### src/design/oaa_queue.sv
// ----------------------------------------------------------------------------
// oaa_queue: two-entry command queue
// Decouples request decode from the store sequencer.
// ----------------------------------------------------------------------------
module oaa_queue #(
    parameter int WIDTH = 40
) (
    input  logic             i_clk,
    input  logic             i_rst_n,
    input  logic             i_push,
    input  logic [WIDTH-1:0] i_data,
    output logic             o_ready,
    input  logic             i_pop,
    output logic             o_valid,
    output logic [WIDTH-1:0] o_data
);

    logic [WIDTH-1:0] r_mem [2];
    logic             r_wr, n_wr;
    logic             r_rd, n_rd;
    logic [1:0]       r_count, n_count;

    assign o_ready = r_count != 2'd2;
    assign o_valid = r_count != 2'd0;
    assign o_data  = r_mem[r_rd];

    always_comb begin
        n_wr    = r_wr;
        n_rd    = r_rd;
        n_count = r_count;
        if (i_push) begin
            n_wr = !r_wr;
        end
        if (i_pop) begin
            n_rd = !r_rd;
        end
        case ({i_push, i_pop})
            2'b10:   n_count = r_count + 2'd1;
            2'b01:   n_count = r_count - 2'd1;
            default: n_count = r_count;
        endcase
    end

    always_ff @(posedge i_clk) begin
        if (i_push) begin
            r_mem[r_wr] <= i_data;
        end
    end

    always_ff @(posedge i_clk) begin
        if (!i_rst_n) begin
            r_wr    <= 1'b0;
            r_rd    <= 1'b0;
            r_count <= 2'd0;
        end else begin
            r_wr    <= n_wr;
            r_rd    <= n_rd;
            r_count <= n_count;
        end
    end

endmodule

### config.mk
export PLATFORM = sky130hd
export DESIGN_NAME = oaa_queue
export DESIGN_NICKNAME = d
export VERILOG_FILES = /design/src/design/oaa_queue.sv
export SDC_FILE = /design/constraint.sdc
export NUM_CORES = 1
export LEC_CHECK = 0
export BUFFER_PORTS_ARGS = -buffer_cell sky130_fd_sc_hd__buf_4
export CELL_PAD_IN_SITES_DETAIL_PLACEMENT = 0
export CELL_PAD_IN_SITES_GLOBAL_PLACEMENT = 2
export CORE_UTILIZATION = 33
export CTS_CLUSTER_SIZE = 25
export DETAILED_ROUTE_END_ITERATION = 8
export GPL_ROUTABILITY_DRIVEN = 0
export PLACE_DENSITY_LB_ADDON = 0.3
export SLEW_MARGIN = 20
export SYNTH_ARGS = -nofsm -noshare
export SYNTH_HDL_FRONTEND = slang
export SYNTH_SLANG_ARGS = --single-unit
### constraint.sdc
create_clock -name i_clk -period 3 [get_ports i_clk]
set_clock_uncertainty 0.2 [all_clocks]
set_input_delay 0.6 -clock i_clk [delete_from_list [all_inputs] [get_ports i_clk]]
set_output_delay 0.6 -clock i_clk [all_outputs]
set_load 0.02 [all_outputs]
After elaboration in Yosys (flattened, before gate mapping)
Memories as Yosys holds them, arrays and structs flattened. A register that Yosys moved wholly into a read port is not among the register bits.
Index checks and enable logic that the tools add are counted.
{"block": "op_classes", "addsub": 2, "eq_ne": 3, "muxes": 5, "n_reduce_logical": 4}
{"operator": "1-bit 2-to-1 mux", "n": 4}
{"operator": "2-bit one-hot mux with 2 select lines", "n": 1}
{"operator": "2-bit nonzero test", "n": 2}
{"operator": "2-bit by 1-bit adder with 2-bit output (second input constant)", "n": 1}
{"operator": "2-bit by 1-bit == test with 1-bit output (second input constant)", "n": 1}
{"operator": "2-bit == test (second input constant)", "n": 1}
{"operator": "1-bit zero test", "n": 2}
{"operator": "2-bit != test (second input constant)", "n": 1}
{"operator": "2-bit by 1-bit subtractor with 2-bit output (second input constant)", "n": 1}
{"block": "totals", "reg_bits": 4, "ramBits": 80, "in_bits": 44, "output_inout_bits": 42, "word_cells": 18, "mem_count": 1}
{"name": "r_mem", "words": 2, "width": 40, "rd": 1, "rd_ports_with_merged_regs": 1, "wr": 1, "line_no": "18", "source": "logic [WIDTH-1:0] r_mem [2];"}

Longest topological paths before layout
{"block": "depth", "word_depth": 3, "mapped_depth": 5, "ltp_nobuf": 5}

Worst setup path before layout
Ideal clock, no wire load.
{"block": "synth_path", "path_type": "input-to-reg", "from": "input port i_push", "to": "memory r_mem[0][0] (enable)", "setup_time_ns": 0.440, "arrival_time_ns": 2.370, "required_time_ns": 2.360, "slack_ns": -0.009, "path_stages": 2, "path_buffers": 0, "cell_sequence": "inv_1 nor2_1"}
{"block": "synth_via", "elab_chain_cells": 2}
{"item": "start, declared", "line_no": "10", "source": "input logic i_push,"}
{"item": "1-bit 2-to-1 mux", "line_no": "45", "source": "if (i_push) begin"}
{"item": "1-bit 2-to-1 mux (not written as such)", "line_no": "46", "source": "r_mem[r_wr] <= i_data;"}
{"item": "end, declared", "line_no": "18"}
No other way between the ends.

==> metrics.md <==
| Metric | Value |
|---|---|
| Outcome | completed |
| Main synth FF type | edfxtp_1 |
| Slowest stage delay, CP | 0.42 ns |
| Layout area overhead | 33.0% |
| WL/cell | 14.9 um |
| Pleak | 1.54 nW |
| Worst path slowest cell | dfxtp_2 |
| Slew margin rel. | 80.0% |
| Post-synth top area cell | edfxtp_1 |
| Postcts setup bufs | 0 |
| CTS max path bufs | 2 |
| Critical path buffers and inverters | 2 |
| H-tree levels | 3 |
| Dpl hpwl | 3580 um |
| CTS resizes | 0 |
| IO buf count | 85 |
| Vias/cell | 4.45 |
| Setup WS post-layout | 0.637 ns |
| Total chip power | 0.00256 W |
| WP data required | 2.20 ns |
| Vias in the first global route | 1,643 |
| Finished Core Util | 46.2% |
| Antenna violations before repair | 0 |
| Initial cell density of the core | 34.7% |
| Synth warn | 0 |
| Pin count of the biggest net entering global routing | 36 |
| Mean Syn Cell Area | 21.2 sq um |
| N_diodes | 0 |
| Post-synthesis sequential area ratio | 81.0% |
| Hold Buf Count CTS | 0 |
| Period utilization | 78.8% |
| Nets | 288 |
| Root Buffer | clkbuf_8 |
| Pins Over Slew Limit | 0 |
| Max-cap viol count | 0 |
| Placed Cells | 340 |
| IO Count | 86 |
| Number of cells in the finished layout apart from fillers | 356 |
| Syn nets | 191 |
| DRC | 0 |
| Worst hold-check path type | primary input to register |
| Count of different cell masters after synthesis | 17 |
| Synth Cell Area | 3090 sq um |
| Clock Latency Late Sink | 0.33 ns |
| Synth Register Bits | 85 |
| Clk slew on worst S/H paths | 0.08 ns |
| RSZ-0062 raised after global routing | no |
| Top post-synthesis cells by area | edfxtp_1 (78%), mux2_1 (15%), dfxtp_1 (3.2%) |
| All-Layer GR Usage | 11.7% |
| Synth top area share | 77.8% |
| Final ANT Viol Nets | 0 |
| Final setup TNS | 0 ns |
| First-pass GRT wire length | 8340 um |
| Num rows | 34 |
| Cell family contributing the most delay on the critical path | flip-flops |
| CTS tree | built |
| Vias | 1,584 |
| First-pass detailed-route iteration total | 4 |
| Startpoint class of the critical path | register |
| CP Class | register to output pin |
| Worst-path cell chain | buf_12, mux2_1, buf_4 |
| Crit path DAT | 1.56 ns |
| GRT overflow | 0 |
| Worst VDD drop | 0.000227 V |
| Power per cell area | 624 nW/um^2 |
| Setup violations, final | 0 |
| Most frequent cells in the layout | buf_4 (89), edfxtp_1 (80), mux2_1 (40), clkbuf_8 (9), dfxtp_1 (4) |
| Final wirelength | 5290 um |
| Worst-margin pin slew | 0.300 ns |
| Die Wd | 98.8 um |
| Final hold viol count | 0 |
| CP Capture Type | output pin |
| Highest Clock Rate | 423 MHz |
| CP Max Fanout | 35 |
| Die area | 9750 sq um |
| Post-synth ARST share | 0% |
| Layout cells sized above 1 | 42.3% |
| Mapped Cells | 146 |
| CORE AREA | 8890 sq um |
| Tmin final | 2.36 ns |
| Post-synth EDFFs | 80 |
| Commonest non-fill, non-tap cell in the layout | buf_4 |
| R2R setup slack | 1.47 ns |
| CTS Buf Count | 9 |
| Total clock sinks | 85 |
| Pre-CTS WS | 0.972 ns |
| DR iter-0 viols | 25 |
| Die H | 98.8 um |
cells in the mapped netlist, drive strengths merged (2+ instances only):
library cell  count
xnor2             2
and2              4
dfxtp             5
edfxtp           80
mux2             40
buf               4
report_power, final:
group          switching, W  total [W]  internal (W)
registers         0.0000192    0.00139       0.00137
logic              0.000184   0.000353      0.000169
clock network      0.000361   0.000825      0.000464
total              0.000564    0.00256       0.00200
logic make-up after synthesis:
family | Yosys count | synth area share (%)
AOI/OAI and AO/OA | 3 | 0.648
buffers and inverters | 5 | 0.769
adders and majority gates | 1 | 0.405
DFF | 85 | 81.0
muxes | 40 | 14.6
xor gates and xnor gates | 3 | 0.851
and+or+nand+nor | 9 | 1.74
registers in the layout, indices dropped and copies added (netlist names), named ones only:
register  cells
r_wr          1
r_mem        80
r_rd          1
r_count       2
routing by layer:
| layer | GRT usage [%] | share of wire [%] | up-vias | routed length [um] |
|---|---|---|---|---|
| li1 | - | - | 757 | - |
| met1 | 13.7 | 44 | 770 | 2330 |
| met2 | 19.5 | 49 | 49 | 2610 |
| met3 | 3.19 | 5.1 | 8 | 272 |
| met4 | 6.20 | 1.6 | 0 | 84 |
| met5 | 0 | 0 | - | 0 |
worst paths after layout:
path | start | endpoint | depth (start not counted)
min | i_data[4] | r_mem[1][4] | 1
min reg2reg | r_count[1] | r_count[1] | 2
max | register | o_data[27] | 3
max reg2reg | r_wr | r_mem[1][7] | 2
worst reg2reg max path: cells and delay by family, from the launching register on:
kind                   cells  cell delay [ns]
flip-flops                 1             0.38
buffers and inverters      1             0.32
AND/OR/NAND/NOR            1             0.32
final cells by class:
cell class / count / area, sq um
Sequential cell: 85 / 2500
Clock buffer: 11 / 131
Fill cell: 771 / 4780
Multi-Input combinational cell: 56 / 572
Timing Repair Buffer: 90 / 688
Clock inverter: 5 / 75.1
Inverter: 1 / 3.75
Tap cell: 108 / 135
through the flow:
step	cell area [sq um]	hold slack [ns]
floorplan	3090	0.265
global placement	3900	0.289
detailed placement	3900	0.313
CTS	4110	0.225
global route	4110	0.224
finish	4110	0.248
No activity file was read; power rests on OpenSTA's default activity.
