### src/design/oaa_pkg.sv
// ----------------------------------------------------------------------------
// oaa_pkg: shared types and constants for the overlap-add accumulator
// Opcodes, command kinds, back-end states and register widths.
// ----------------------------------------------------------------------------
package oaa_pkg;

    localparam int OPCODE_W = 2;
    localparam int OFFSET_W = 11;
    localparam int CFG_W    = 11;
    localparam int KIND_W   = 3;

    localparam logic [CFG_W-1:0] LEN_RESET = 11'd1024;
    localparam int               LEN_MAX   = 2047;

    localparam logic [OPCODE_W-1:0] OP_TAKE = 2'd0;
    localparam logic [OPCODE_W-1:0] OP_ADD  = 2'd1;
    localparam logic [OPCODE_W-1:0] OP_PEEK = 2'd2;

    typedef enum logic [KIND_W-1:0] {
        KIND_TAKE,
        KIND_ADD,
        KIND_PEEK,
        KIND_DROP,
        KIND_NONE
    } t_kind;

    typedef enum logic [1:0] {
        BK_CLEAR,
        BK_IDLE,
        BK_EXEC
    } t_back_state;

endpackage

### src/design/oaa_front.sv
// ----------------------------------------------------------------------------
// oaa_front: request decode and ring addressing
// Holds the length register and read pointer, classifies each request and
// resolves its ring address before handing it to the command queue.
// ----------------------------------------------------------------------------
module oaa_front import oaa_pkg::*; #(
    parameter int DEPTH        = 1024,
    parameter int SAMPLE_WIDTH = 24,
    parameter int ADDR_W       = 10
) (
    input  logic                    i_clk,
    input  logic                    i_rst_n,
    input  logic                    i_cfg_we,
    input  logic [CFG_W-1:0]        i_cfg_wdata,
    input  logic                    i_valid,
    output logic                    o_ready,
    input  logic [OPCODE_W-1:0]     i_opcode,
    input  logic [OFFSET_W-1:0]     i_offset,
    input  logic [SAMPLE_WIDTH-1:0] i_sample,
    input  logic                    i_q_ready,
    input  logic                    i_clearing,
    output logic                    o_push,
    output t_kind                   o_kind,
    output logic [ADDR_W-1:0]       o_addr,
    output logic [SAMPLE_WIDTH-1:0] o_sample
);

    localparam int               CAP_INT = (DEPTH > LEN_MAX) ? LEN_MAX : DEPTH;
    localparam logic [CFG_W-1:0] LEN_CAP = CFG_W'(CAP_INT);

    function automatic logic [CFG_W-1:0] eff_of(input logic [CFG_W-1:0] len);
        logic [CFG_W-1:0] r;
        if (len == '0) begin
            r = CFG_W'(1);
        end else if (len > LEN_CAP) begin
            r = LEN_CAP;
        end else begin
            r = len;
        end
        return r;
    endfunction

    logic [CFG_W-1:0] r_eff, n_eff;
    logic [CFG_W-1:0] r_ptr, n_ptr;

    logic             w_accept;
    logic [CFG_W:0]   w_pos;
    logic [CFG_W:0]   w_wrap;
    logic [CFG_W-1:0] w_next;
    logic             w_off_ok;
    logic [31:0]      w_pos32;
    logic [31:0]      w_ptr32;

    assign o_ready  = i_q_ready && !i_clearing;
    assign w_accept = i_valid && o_ready;
    assign o_push   = w_accept;
    assign o_sample = i_sample;

    assign w_pos    = {1'b0, r_ptr} + {1'b0, i_offset};
    assign w_wrap   = (w_pos >= {1'b0, r_eff}) ? (w_pos - {1'b0, r_eff}) : w_pos;
    assign w_off_ok = i_offset < r_eff;
    assign w_next   = r_ptr + CFG_W'(1);
    assign w_pos32  = 32'(w_wrap);
    assign w_ptr32  = 32'(r_ptr);

    always_comb begin
        n_eff  = r_eff;
        n_ptr  = r_ptr;
        o_kind = KIND_NONE;
        o_addr = w_pos32[ADDR_W-1:0];
        if (i_cfg_we) begin
            n_eff = eff_of(i_cfg_wdata);
            if (r_ptr >= n_eff) begin
                n_ptr = '0;
            end
        end
        case (i_opcode)
            OP_TAKE: begin
                o_kind = KIND_TAKE;
                o_addr = w_ptr32[ADDR_W-1:0];
                if (w_accept) begin
                    n_ptr = (w_next >= r_eff) ? '0 : w_next;
                end
            end
            OP_ADD: begin
                o_kind = w_off_ok ? KIND_ADD : KIND_DROP;
            end
            OP_PEEK: begin
                o_kind = w_off_ok ? KIND_PEEK : KIND_NONE;
            end
            default: begin
                o_kind = KIND_NONE;
            end
        endcase
    end

    always_ff @(posedge i_clk) begin
        if (!i_rst_n) begin
            r_eff <= eff_of(LEN_RESET);
            r_ptr <= '0;
        end else begin
            r_eff <= n_eff;
            r_ptr <= n_ptr;
        end
    end

endmodule

### config.mk
export PLATFORM = sky130hd
export DESIGN_NAME = oaa_front
export DESIGN_NICKNAME = d
export VERILOG_FILES = /design/src/design/oaa_pkg.sv /design/src/design/oaa_front.sv
export SDC_FILE = /design/constraint.sdc
export NUM_CORES = 1
export LEC_CHECK = 0
export BUFFER_PORTS_ARGS = -buffer_cell sky130_fd_sc_hd__buf_2
export CORE_MARGIN = 4
export CORE_UTILIZATION = 45
export DETAILED_ROUTE_END_ITERATION = 8
export GPL_ROUTABILITY_DRIVEN = 0
export HOLD_SLACK_MARGIN = 0.06
export PLACE_DENSITY = 0.69
export REMOVE_ABC_BUFFERS = 1
export SYNTH_ARGS = -nofsm -noshare
export SYNTH_HDL_FRONTEND = slang
export SYNTH_SLANG_ARGS = --single-unit
### constraint.sdc
create_clock -name i_clk -period 6.9 [get_ports i_clk]
set_clock_uncertainty 0.15 [all_clocks]
set_input_delay 1.38 -clock i_clk [delete_from_list [all_inputs] [get_ports i_clk]]
set_output_delay 1.38 -clock i_clk [all_outputs]
set_load 0.02 [all_outputs]
# Word-level counts from Yosys, hierarchy flattened
# Cells that the tools add are included.
# totals
inputBits,54
reg_bits,22
word_cells,30
output_inout_bits,39
# classes
n_eq_ne,2
order_cmp,5
n_reduce_logical,5
addsub,3
n_mux,13
# ops
op,count
11-bit two-way mux,8
11-bit greater-or-equal comparator,2
10-bit two-way mux,2
11-bit by 11-bit adder with 12-bit output,1
12-bit by 11-bit greater-or-equal comparator with 1-bit output,1
"11-bit by 1-bit adder with 11-bit output, second input constant",1
"11-bit > comparator, second input constant",1
11-bit zero test,1
11-bit < comparator,1
10-bit subtractor,1
3-bit one-hot mux with 3 select lines,1
3-bit two-way mux,1
"2-bit by 1-bit == test with 1-bit output, second input constant",1
"2-bit == test, second input constant",1
1-bit logical AND,2
2-bit zero test,1
2-bit two-way mux,1
1-bit zero test,1

# Depth between registers and ports, before layout
# Gate-level depths: netlist of run 1.
# logic_depth
depth_word,9
ltp_mapped,15
mapped_depth_nobuf,14

# Worst setup path after synthesis of run 1
# No wires, ideal clock.
# synth_path
kind,input port to output port
startpoint,in i_offset[0]
endpoint,out o_addr[9]
n_path_buf,1
cell_stages,15
t_required_ps,5370
setup_slack_ps,637
arrival_ps,4733
path_cell_list,ha_1 fa_1 a21o_1 a221o_1 o41ai_1 nor2b_1 o21a_1 nor2_1 xnor2_1 ha_1 a211o_1 a211oi_2 buf_6 nand2_1 a31oi_1
# synth_between
elab_chain_len,4
word_cells_on_any_way,5
classes_between,add/sub (2); order compare (1); mux (2)
# synth_lines
element,line_no,source
start: declaration,oaa_front.sv:18,"input logic [OFFSET_W-1:0] i_offset,"
11-bit by 11-bit adder with 12-bit output (*),oaa_front.sv:59,"assign w_pos = {1'b0, r_ptr} + {1'b0, i_offset};"
10-bit subtractor or 12-bit by 11-bit greater-or-equal comparator with 1-bit output (tied branches),oaa_front.sv:60,"assign w_wrap = (w_pos >= {1'b0, r_eff}) ? (w_pos - {1'b0, r_eff}) : w_pos;"
10-bit two-way mux (*),oaa_front.sv:60,
10-bit two-way mux (*),oaa_front.sv:77,case (i_opcode)
end: declaration,oaa_front.sv:24,"output logic [ADDR_W-1:0] o_addr,"
# Every way passes the cells marked *; elsewhere a longest branch is shown, timed or not.

# Worst setup path in the final report of run 1
# layout_path
startpoint,in i_offset[0]
endpoint,out o_addr[2]
# The elaborated chain is that of the path after synthesis.

==> run_results.csv, run 1 <==
group,metric,value,unit
run_status,status,"finished clean",
sta,fin_ws,283,ps
drt,drt_iter0_drc,129,
floorplanning,initial_core_util,0.476,
final_layout,layout-drive-gt1-share,0.153,
synth,yosys_warnings,0,
setup_path,worstPathMaxFanout,12,
sta,finalHoldViolations,0,
global_route,grt_pass1_wl,12.8,mm
final_layout,antenna_cells,0,
drt,num_vias,2737,
floorplanning,ios,93,
floorplanning,die_y,90.9,um
clock_tree,postCtsSetupBuffers,0,
sta,maxSlewHeadroom,0.295,
sta,rsz0062_at_grt,"false",
sta,fin_crit,6620,ps
placed_design,dp_slack,291,ps
run,maxCapViolations,0,
synth,netlist_area,3090,um2
synth,synthTopCellsByCount,"ha_1, nand2_1, nor2_1, a21oi_1, buf_4",
synth,synthArstFlopShare,0,
clock_tree,root_buffer,"clkbuf_8",
clock_tree,clkTransAtPathRegs,80,ps
synth,yosys-top-cells-area,"ha_1, dfxtp_1, mux2i_1, buf_4, xnor2_1",
setup_path,cp-start-kind,"input pin",
setup_path,cp_data_arrival_time,5090,ps
floorplanning,coreArea,6490,um2
floorplanning,rows,29,
clock_tree,clkSinkCount,22,
clock_tree,cts_resized,0,
sta,setup_viol,0,
setup_path,critical_path_class,"input pin to output port",
drt,wl,7.64,mm
synth,synth_edf_count,0,
synth,synth-seq-cells,22,
global_route,overflow,0,
synth,synth_ff_type,"dfxtp_1",
clock_tree,cts_tree,"built",
sta,setup-tns-final,0,ps
global_route,grt_start_max_net_pins,17,
drt,postRouteAntennaNets,0,
floorplanning,fp.dieArea,8260,um2
sta,drv_slew,0,
power,ir_drop,46.6,uV
min_path,holdCritPathClass,"flop to flop",
floorplanning,die_w,90.9,um
power,powerDensity,131,nW/um2
sta,period_share,0.959,
final_layout,area_growth,4.65,%
synth,synth_top_area_frac,0.223,
synth,netlist_instances,391,
setup_path,end_kind,"output port",
placed_design,hpwl,6.47,mm
synth,syn_avg_cell_area,7.91,um2
clock_tree,htreeDepth,1,
final_layout,layout.nets,519,
setup_path,cp.required,5370,ps
global_route,gr-usage-all-layers,0.187,
synth,synth-seq-area-share,0.142,
clock_tree,clock_latency,270,ps
clock_tree,cts_buffers,3,
drt,routed_via_density,5.67,
synth,synth_top_area_cell,"ha_1",
global_route,antenna_found_initial,0,
synth,synth.most_common_cell,"ha_1",
synth,synth_cell_types,49,
placed_design,io_buffers,44,
sta,fmax,151,MHz
sta,worst_pin_slew,1040,ps
clock_tree,ctsHoldBuffers,0,
power,leakagePower,1.66,nW
clock_tree,clockBufferDepth,2,
drt,dr.pass1.iters,4,
drt,routedWlPerCell,15.8,um
drt,drc,0,
power,finalPower,0.425,mW
global_route,first_global_vias,2705,
==> report_power, final <==
part	internal (mW)	leakage, nW	total [mW]	switching, mW
Clock	0.0390	0.0216	0.0821	0.0431
Sequential	0.132	0.179	0.136	0.00487
Combinational	0.0903	1.46	0.207	0.116
==> metal layers <==
layer / share of wire / track usage
met1: 0.46 / 0.245
met2: 0.46 / 0.309
met3: 0.071 / 0.0508
met4: 0.0061 / 0.0339
met5: 0 / 0
==> area by class of cell <==
| cell class | instances | area [um2] |
|---|---|---|
| clock buffers | 3 | 41.3 |
| fillers | 644 | 3260 |
| inverters | 19 | 71.3 |
| multi-input cells | 317 | 2360 |
| flip-flops and latches | 22 | 440 |
| well taps | 77 | 96.3 |
| repair buffers | 45 | 228 |
==> cells by family after synthesis <==
logic type | synth area share
AND/OR/NAND/NOR | 0.206
AO/OA/AOI/OAI | 0.199
XOR/XNOR | 0.0567
flip-flops | 0.142
multiplexers | 0.0652
adder cells (fa/ha/maj) | 0.236
buffers and inverters | 0.0947
==> layout by cell type (no fill, tap or decap), types with 2 or more instances in the layout <==
cell      count
o21a_1        2
mux2i_1      19
o21bai_1      3
nand2b_1      5
and3_1        7
a22o_1        4
nor2_1       29
a221o_1       2
nand2_1      33
a211oi_1      2
fa_1          2
xor2_1        3
nor4_1        3
nand3_1       7
a31o_2        2
inv_1        18
nor2b_1      15
nand4_1       3
dfxtp_1      22
nor3_1        5
a31oi_1       5
a21oi_1      26
o21ai_1       2
a21o_1       15
a211o_1       4
xnor2_1      17
ha_1         55
o211ai_1      3
o21ai_0      15
and2_1        9
or2_2         7
clkbuf_8      3
buf_2        44
==> sequential cells by signal (all words and copies together), names as in the netlist <==
signal / count
r_eff: 11
r_ptr: 11
==> through the flow <==
step	hold WS, ps	std cells	area, um2	utilization
after floorplan	342	358	2870	-
after global placement	404	480	3190	0.492
after detailed placement	404	480	3190	0.492
after CTS	421	483	3240	0.498
after global routing	464	483	3240	0.498
final	423	483	3240	0.498
==> final timing paths <==
path	slack [ps]	end	from	cells past startpoint
max	280	o_addr[2]	i_offset[0]	17
min	420	r_ptr[6]	r_ptr[6]	2
max reg2reg	3240	r_ptr[4]	r_ptr[1]	13
min reg2reg	420	r_ptr[6]	r_ptr[6]	2
==> critical path, stage by stage <==
cell and delay (ps):
buf_2 100, ha_1 230, fa_1 400, a21o_1 190
a221o_1 320, o41ai_1 470, nor2b_1 100, o21a_1 190
nor2_1 110, xnor2_1 130, ha_1 260, a211o_1 270
a211oi_2 190, buf_4 250, mux2i_1 250, o21ai_1 80
buf_2 170
Note: power is estimated with default switching activity, not from simulation.
==> inputs of run 2 (changes only) <==
- PLACE_DENSITY: 0.69 -> 0.71
- clock period: 6.9 -> 6.55 ns (I/O delays scaled with it)
==> run_results.csv, run 2 (synthesis results as in run 1) <==
group,metric,value,unit
run_status,status,"finished clean",
drt,drc,0,
power,p_comb_frac,0.446,
global_route,grt_util_met2,0.295,
drt,drt_iter0_drc,112,
setup_path,end_kind,"output port",
sta,fin_crit,6300,ps
power,power_frac_clock,0.260,
run,maxCapViolations,0,
power,leakagePower,1.68,nW
drt,postRouteAntennaNets,0,
setup_path,cp-start-kind,"input pin",
power,pwr-share-seq,0.294,
final_layout,seq_area,440,um2
sta,fin_ws,253,ps
final_layout,area_growth,5.87,%
placed_design,io_buffers,44,
global_route,busiest_layer,"met2",
placed_design,dp_slack,90.5,ps
setup_path,cp_data_arrival_time,4840,ps
sta,worst_pin_slew,1080,ps
final_layout,antenna_cells,0,
global_route,gr-usage-all-layers,0.185,
sta,rsz0062_at_grt,"false",
clock_tree,clock_latency,260,ps
clock_tree,clkTransAtPathRegs,80,ps
final_layout,largestRegisters,"r_eff: 11 flops, r_ptr: 11 flops",
clock_tree,root_buffer,"clkbuf_8",
floorplanning,rows,29,
clock_tree,htreeDepth,1,
drt,num_vias,2760,
final_layout,multi_input_area,2370,um2
clock_tree,cts_buffers,3,
floorplanning,fp.dieArea,8260,um2
final_layout,final_core_util,0.504,
clock_tree,postCtsSetupBuffers,0,
setup_path,critical_path_class,"input pin to output port",
sta,fmax,159,MHz
sta,drv_slew,0,
global_route,antenna_found_initial,0,
setup_path,r2r-end,"r_ptr[4]",
floorplanning,die_w,90.9,um
power,ir_drop,85.5,uV
final_layout,layout.nets,519,
clock_tree,clkSinkCount,22,
power,p_sw,0.174,mW
sta,setup_viol,0,
drt,wl,7.80,mm
drt,dr.pass1.iters,4,
placed_design,hpwl,6.62,mm
sta,finalHoldViolations,0,
floorplanning,die_y,90.9,um
power,powerDensity,150,nW/um2
setup_path,crit_start,"i_offset[0]",
power,p_int,0.316,mW
clock_tree,clockBufferDepth,2,
setup_path,reg2regPathDepth,13,
power,swShare,0.355,
sta,setup-tns-final,0,ps
setup_path,cp.required,5090,ps
final_layout,most-common-layout-cells,"ha_1, buf_2, nand2_1, nor2_1, a21oi_1",
setup_path,crit_path_end,"o_addr[8]",
sta,period_share,0.961,
global_route,grt_use_met3,0.0508,
global_route,met1_usage,0.246,
final_layout,layout-drive-gt1-share,0.157,
sta,maxSlewHeadroom,0.272,
clock_tree,cts_tree,"built",
global_route,grt_start_max_net_pins,17,
global_route,first_global_vias,2697,
setup_path,worstPathMaxFanout,12,
drt,routedWlPerCell,16.1,um
setup_path,r2r_slack,2930,ps
floorplanning,ios,93,
global_route,overflow,0,
final_layout,mostFrequentLayoutCell,"ha_1",
global_route,grt_pass1_wl,12.6,mm
setup_path,r2r_start,"r_ptr[1]",
final_layout,fill_cells,622,
min_path,holdCritPathClass,"flop to flop",
drt,routed_via_density,5.70,
floorplanning,initial_core_util,0.476,
floorplanning,coreArea,6490,um2
==> run 2: cell count changes in the layout (fill, tap and decap cells not counted) <==
cell	change
bufinv_16	+1
o41ai_1	-1
o41ai_2	+1
==> run 2: stage by stage <==
step / hold slack (ps) / cell area, um2 / instances / total power, mW
6_report: 418 / 3270 / 484 / 0.489
3_5_place_dp: 400 / 3190 / 480 / 0.364
2_1_floorplan: 342 / 2870 / 358 / 0.302
4_1_cts: 413 / 3270 / 484 / 0.493
5_1_grt: 462 / 3270 / 484 / 0.522
3_3_place_gp: 401 / 3190 / 480 / 0.359
==> run 2: worst max-delay path, stage by stage <==
cell      delay, ps
buf_2           110
ha_1            230
fa_1            410
a21o_1          190
a221o_1         330
o41ai_2         300
nor2b_1         100
o21a_1          180
nor2_1          120
xnor2_1         130
ha_1            260
a211o_1         270
a211oi_2        190
buf_4           250
mux2i_1         210
a21oi_1          80
buf_2           170
==> run 2: timing repair <==
action | 4_1_cts | 5_1_grt
resized for setup | 0 | 1
hold buffers | 0 | 0
setup endpoints to repair | 0 | 10
==> run 2: final cells by class <==
class,count,area share
sequential,22,0.135
tap,77,0.0294
multi-input combinational,317,0.723
clock buffer,3,0.0126
inverter,19,0.0218
timing repair buffer,45,0.0696
clock inverter,1,0.00917
==> run 2: worst min-delay path by stage <==
stage / to / slack [ps] / from / cells past startpoint
2_1_floorplan: r_ptr[6] / 340 / r_ptr[6] / 2
3_3_place_gp: r_ptr[6] / 400 / r_ptr[6] / 2
3_5_place_dp: r_ptr[6] / 400 / r_ptr[6] / 2
4_1_cts: r_ptr[6] / 410 / r_ptr[6] / 2
5_1_grt: r_ptr[6] / 460 / r_ptr[6] / 2
6_report: r_ptr[6] / 420 / r_ptr[6] / 2
==> run 2: routing by layer <==
| metal | vias to the layer above | part of all wire |
|---|---|---|
| li1 | 1397 | - |
| met1 | 1280 | 0.47 |
| met2 | 77 | 0.45 |
| met3 | 6 | 0.070 |
| met4 | 0 | 0.011 |
| met5 | - | 0 |
==> run 2: power groups by stage <==
stage                     registers, mW  clock network (mW)  logic (mW)
after floorplan                   0.145                   0       0.157
after global placement            0.147                   0       0.212
after detailed placement          0.147                   0       0.218
after CTS                         0.144               0.130       0.219
after global routing              0.145               0.135       0.242
final                             0.144               0.127       0.218
==> inputs of run 3 (changes only) <==
- BUFFER_PORTS_ARGS: -buffer_cell sky130_fd_sc_hd__buf_2 -> default
- DONT_BUFFER_PORTS: default -> 1
- PLACE_DENSITY: 0.71 -> default
- SETUP_SLACK_MARGIN: default -> 0.3
==> run_results.csv, run 3 (synthesis results as in run 1) <==
group,metric,value,unit
clock_tree,clkTransAtPathRegs,90,ps
clock_tree,root_buffer,"clkbuf_8",
sta,finalHoldViolations,0,
min_path,holdCritPathClass,"flop to flop",
global_route,first_global_vias,2519,
placed_design,io_buffers,0,
floorplanning,coreArea,6490,um2
clock_tree,cts_buffers,3,
final_layout,fin_area,3160,um2
setup_path,crit_chain,"ha_4 > fa_2 > a21o_1 > a221o_1 > o41ai_4 > nor2b_1 > o21a_1 > nor2_1 > xnor2_1 > ha_1 > a211o_1 > a211oi_2 > buf_2 > mux2i_1 > a21oi_1 > buf_4",
sta,rsz0062_at_grt,"false",
setup_path,cp-start-kind,"input pin",
placed_design,placed_area,3050,um2
drt,drc,0,
setup_path,cp.required,5090,ps
power,powerDensity,143,nW/um2
setup_path,critical-path-top-delay-family,"compound AO/OA/AOI/OAI gates",
power,finalPower,0.453,mW
sta,drv_slew,0,
final_layout,multi_input_area,2400,um2
sta,setup-tns-final,0,ps
drt,drt_iter0_drc,70,
final_layout,fill_cells,650,
sta,fin_crit,6080,ps
final_layout,largestRegisters,"r_eff: 11 flops, r_ptr: 11 flops",
final_layout,mostFrequentLayoutCell,"ha_1",
clock_tree,clockBufferDepth,2,
sta,setup_viol,0,
final_layout,antenna_cells,0,
setup_path,path_buf_inv,2,
setup_path,slowest_delay,350,ps
setup_path,r2r_slack,2830,ps
final_layout,area_growth,2.23,%
setup_path,worstPathMaxFanout,6,
drt,dr.pass1.iters,4,
final_layout,layout.nets,488,
global_route,gr-usage-all-layers,0.187,
sta,maxSlewHeadroom,0.187,
placed_design,dp_slack,157,ps
clock_tree,cts_tree,"built",
floorplanning,die_y,90.9,um
drt,routedWlPerCell,17.5,um
setup_path,end_kind,"output port",
clock_tree,clock_latency,270,ps
clock_tree,ctsHoldBuffers,0,
global_route,overflow,0,
floorplanning,initial_core_util,0.476,
setup_path,cp_data_arrival_time,4620,ps
drt,routed_via_density,5.79,
final_layout,final_core_util,0.487,
sta,period_share,0.928,
global_route,grt_start_max_net_pins,17,
placed_design,hpwl,6.45,mm
floorplanning,fp.dieArea,8260,um2
clock_tree,clkSinkCount,22,
drt,postRouteAntennaNets,0,
run_status,status,"finished clean",
sta,worst_pin_slew,1200,ps
final_layout,layout-drive-gt1-share,0.0933,
floorplanning,rows,29,
setup_path,critical_path_class,"input pin to output port",
final_layout,most-common-layout-cells,"ha_1, nand2_1, nor2_1, a21oi_1, dfxtp_1",
clock_tree,htreeDepth,1,
global_route,antenna_found_initial,0,
floorplanning,die_w,90.9,um
sta,fmax,165,MHz
final_layout,seq_area,440,um2
power,ir_drop,86.4,uV
drt,num_vias,2616,
run,maxCapViolations,0,
power,leakagePower,1.55,nW
global_route,grt_pass1_wl,12.6,mm
floorplanning,ios,93,
drt,wl,7.93,mm
setup_path,slowest_stage,"a221o_1",
sta,fin_ws,473,ps
run 3: cell types whose count changed in the layout (fill, tap and decap cells not counted), sizes merged:
cell,change
buf,-31
bufinv,-1
run 3: layer usage:
| metal | track usage | wire [um] |
|---|---|---|
| met1 | 0.257 | 3770 |
| met2 | 0.300 | 3580 |
| met3 | 0.0533 | 495 |
| met4 | 0.0226 | 85 |
| met5 | 0 | 0 |
run 3: layout make-up:
cell class / instances / share of cell area
well taps: 77 / 0.0305
repair buffers: 14 / 0.0337
multi-input cells: 317 / 0.761
inverters: 19 / 0.0226
clock buffers: 3 / 0.0131
flip-flops and latches: 22 / 0.139
run 3: repair_timing:
item / 4_1_cts / 5_1_grt
cloned: 0 / 1
setup endpoints to repair: 10 / 10
pin swaps: 0 / 0
hold endpoints to repair: 0 / 0
resized for setup: 1 / 7
setup buffers: 0 / 2
run 3: worst paths after layout:
check	start	cells after the start	end
setup / recovery	i_offset[0]	16	o_addr[6]
hold / removal	r_ptr[6]	2	r_ptr[6]
setup reg to reg	r_ptr[1]	13	r_ptr[4]
hold reg to reg	r_ptr[6]	2	r_ptr[6]
run 3: per-stage QoR:
step	hold WS, ps	cells
finish	418	452
detailed placement	398	446
CTS	412	449
floorplan	342	358
global placement	405	446
global route	454	452
run 3: report_power, final:
group	switching (mW)	internal [mW]
Clock	0.0464	0.0412
Combinational	0.119	0.102
Sequential	0.00568	0.139
run 3: worst register-to-register path, cell delays in order (launching register included):
cell and delay (ps):
dfxtp_1 530, ha_1 260, nand3_1 190, nor2_1 200, and3_1 210, nand3_1 140, xnor2_1 170, ha_1 290
a211o_1 280, nor4_1 330, o211ai_1 180, nand2_1 420, and3_1 220, a221o_1 100
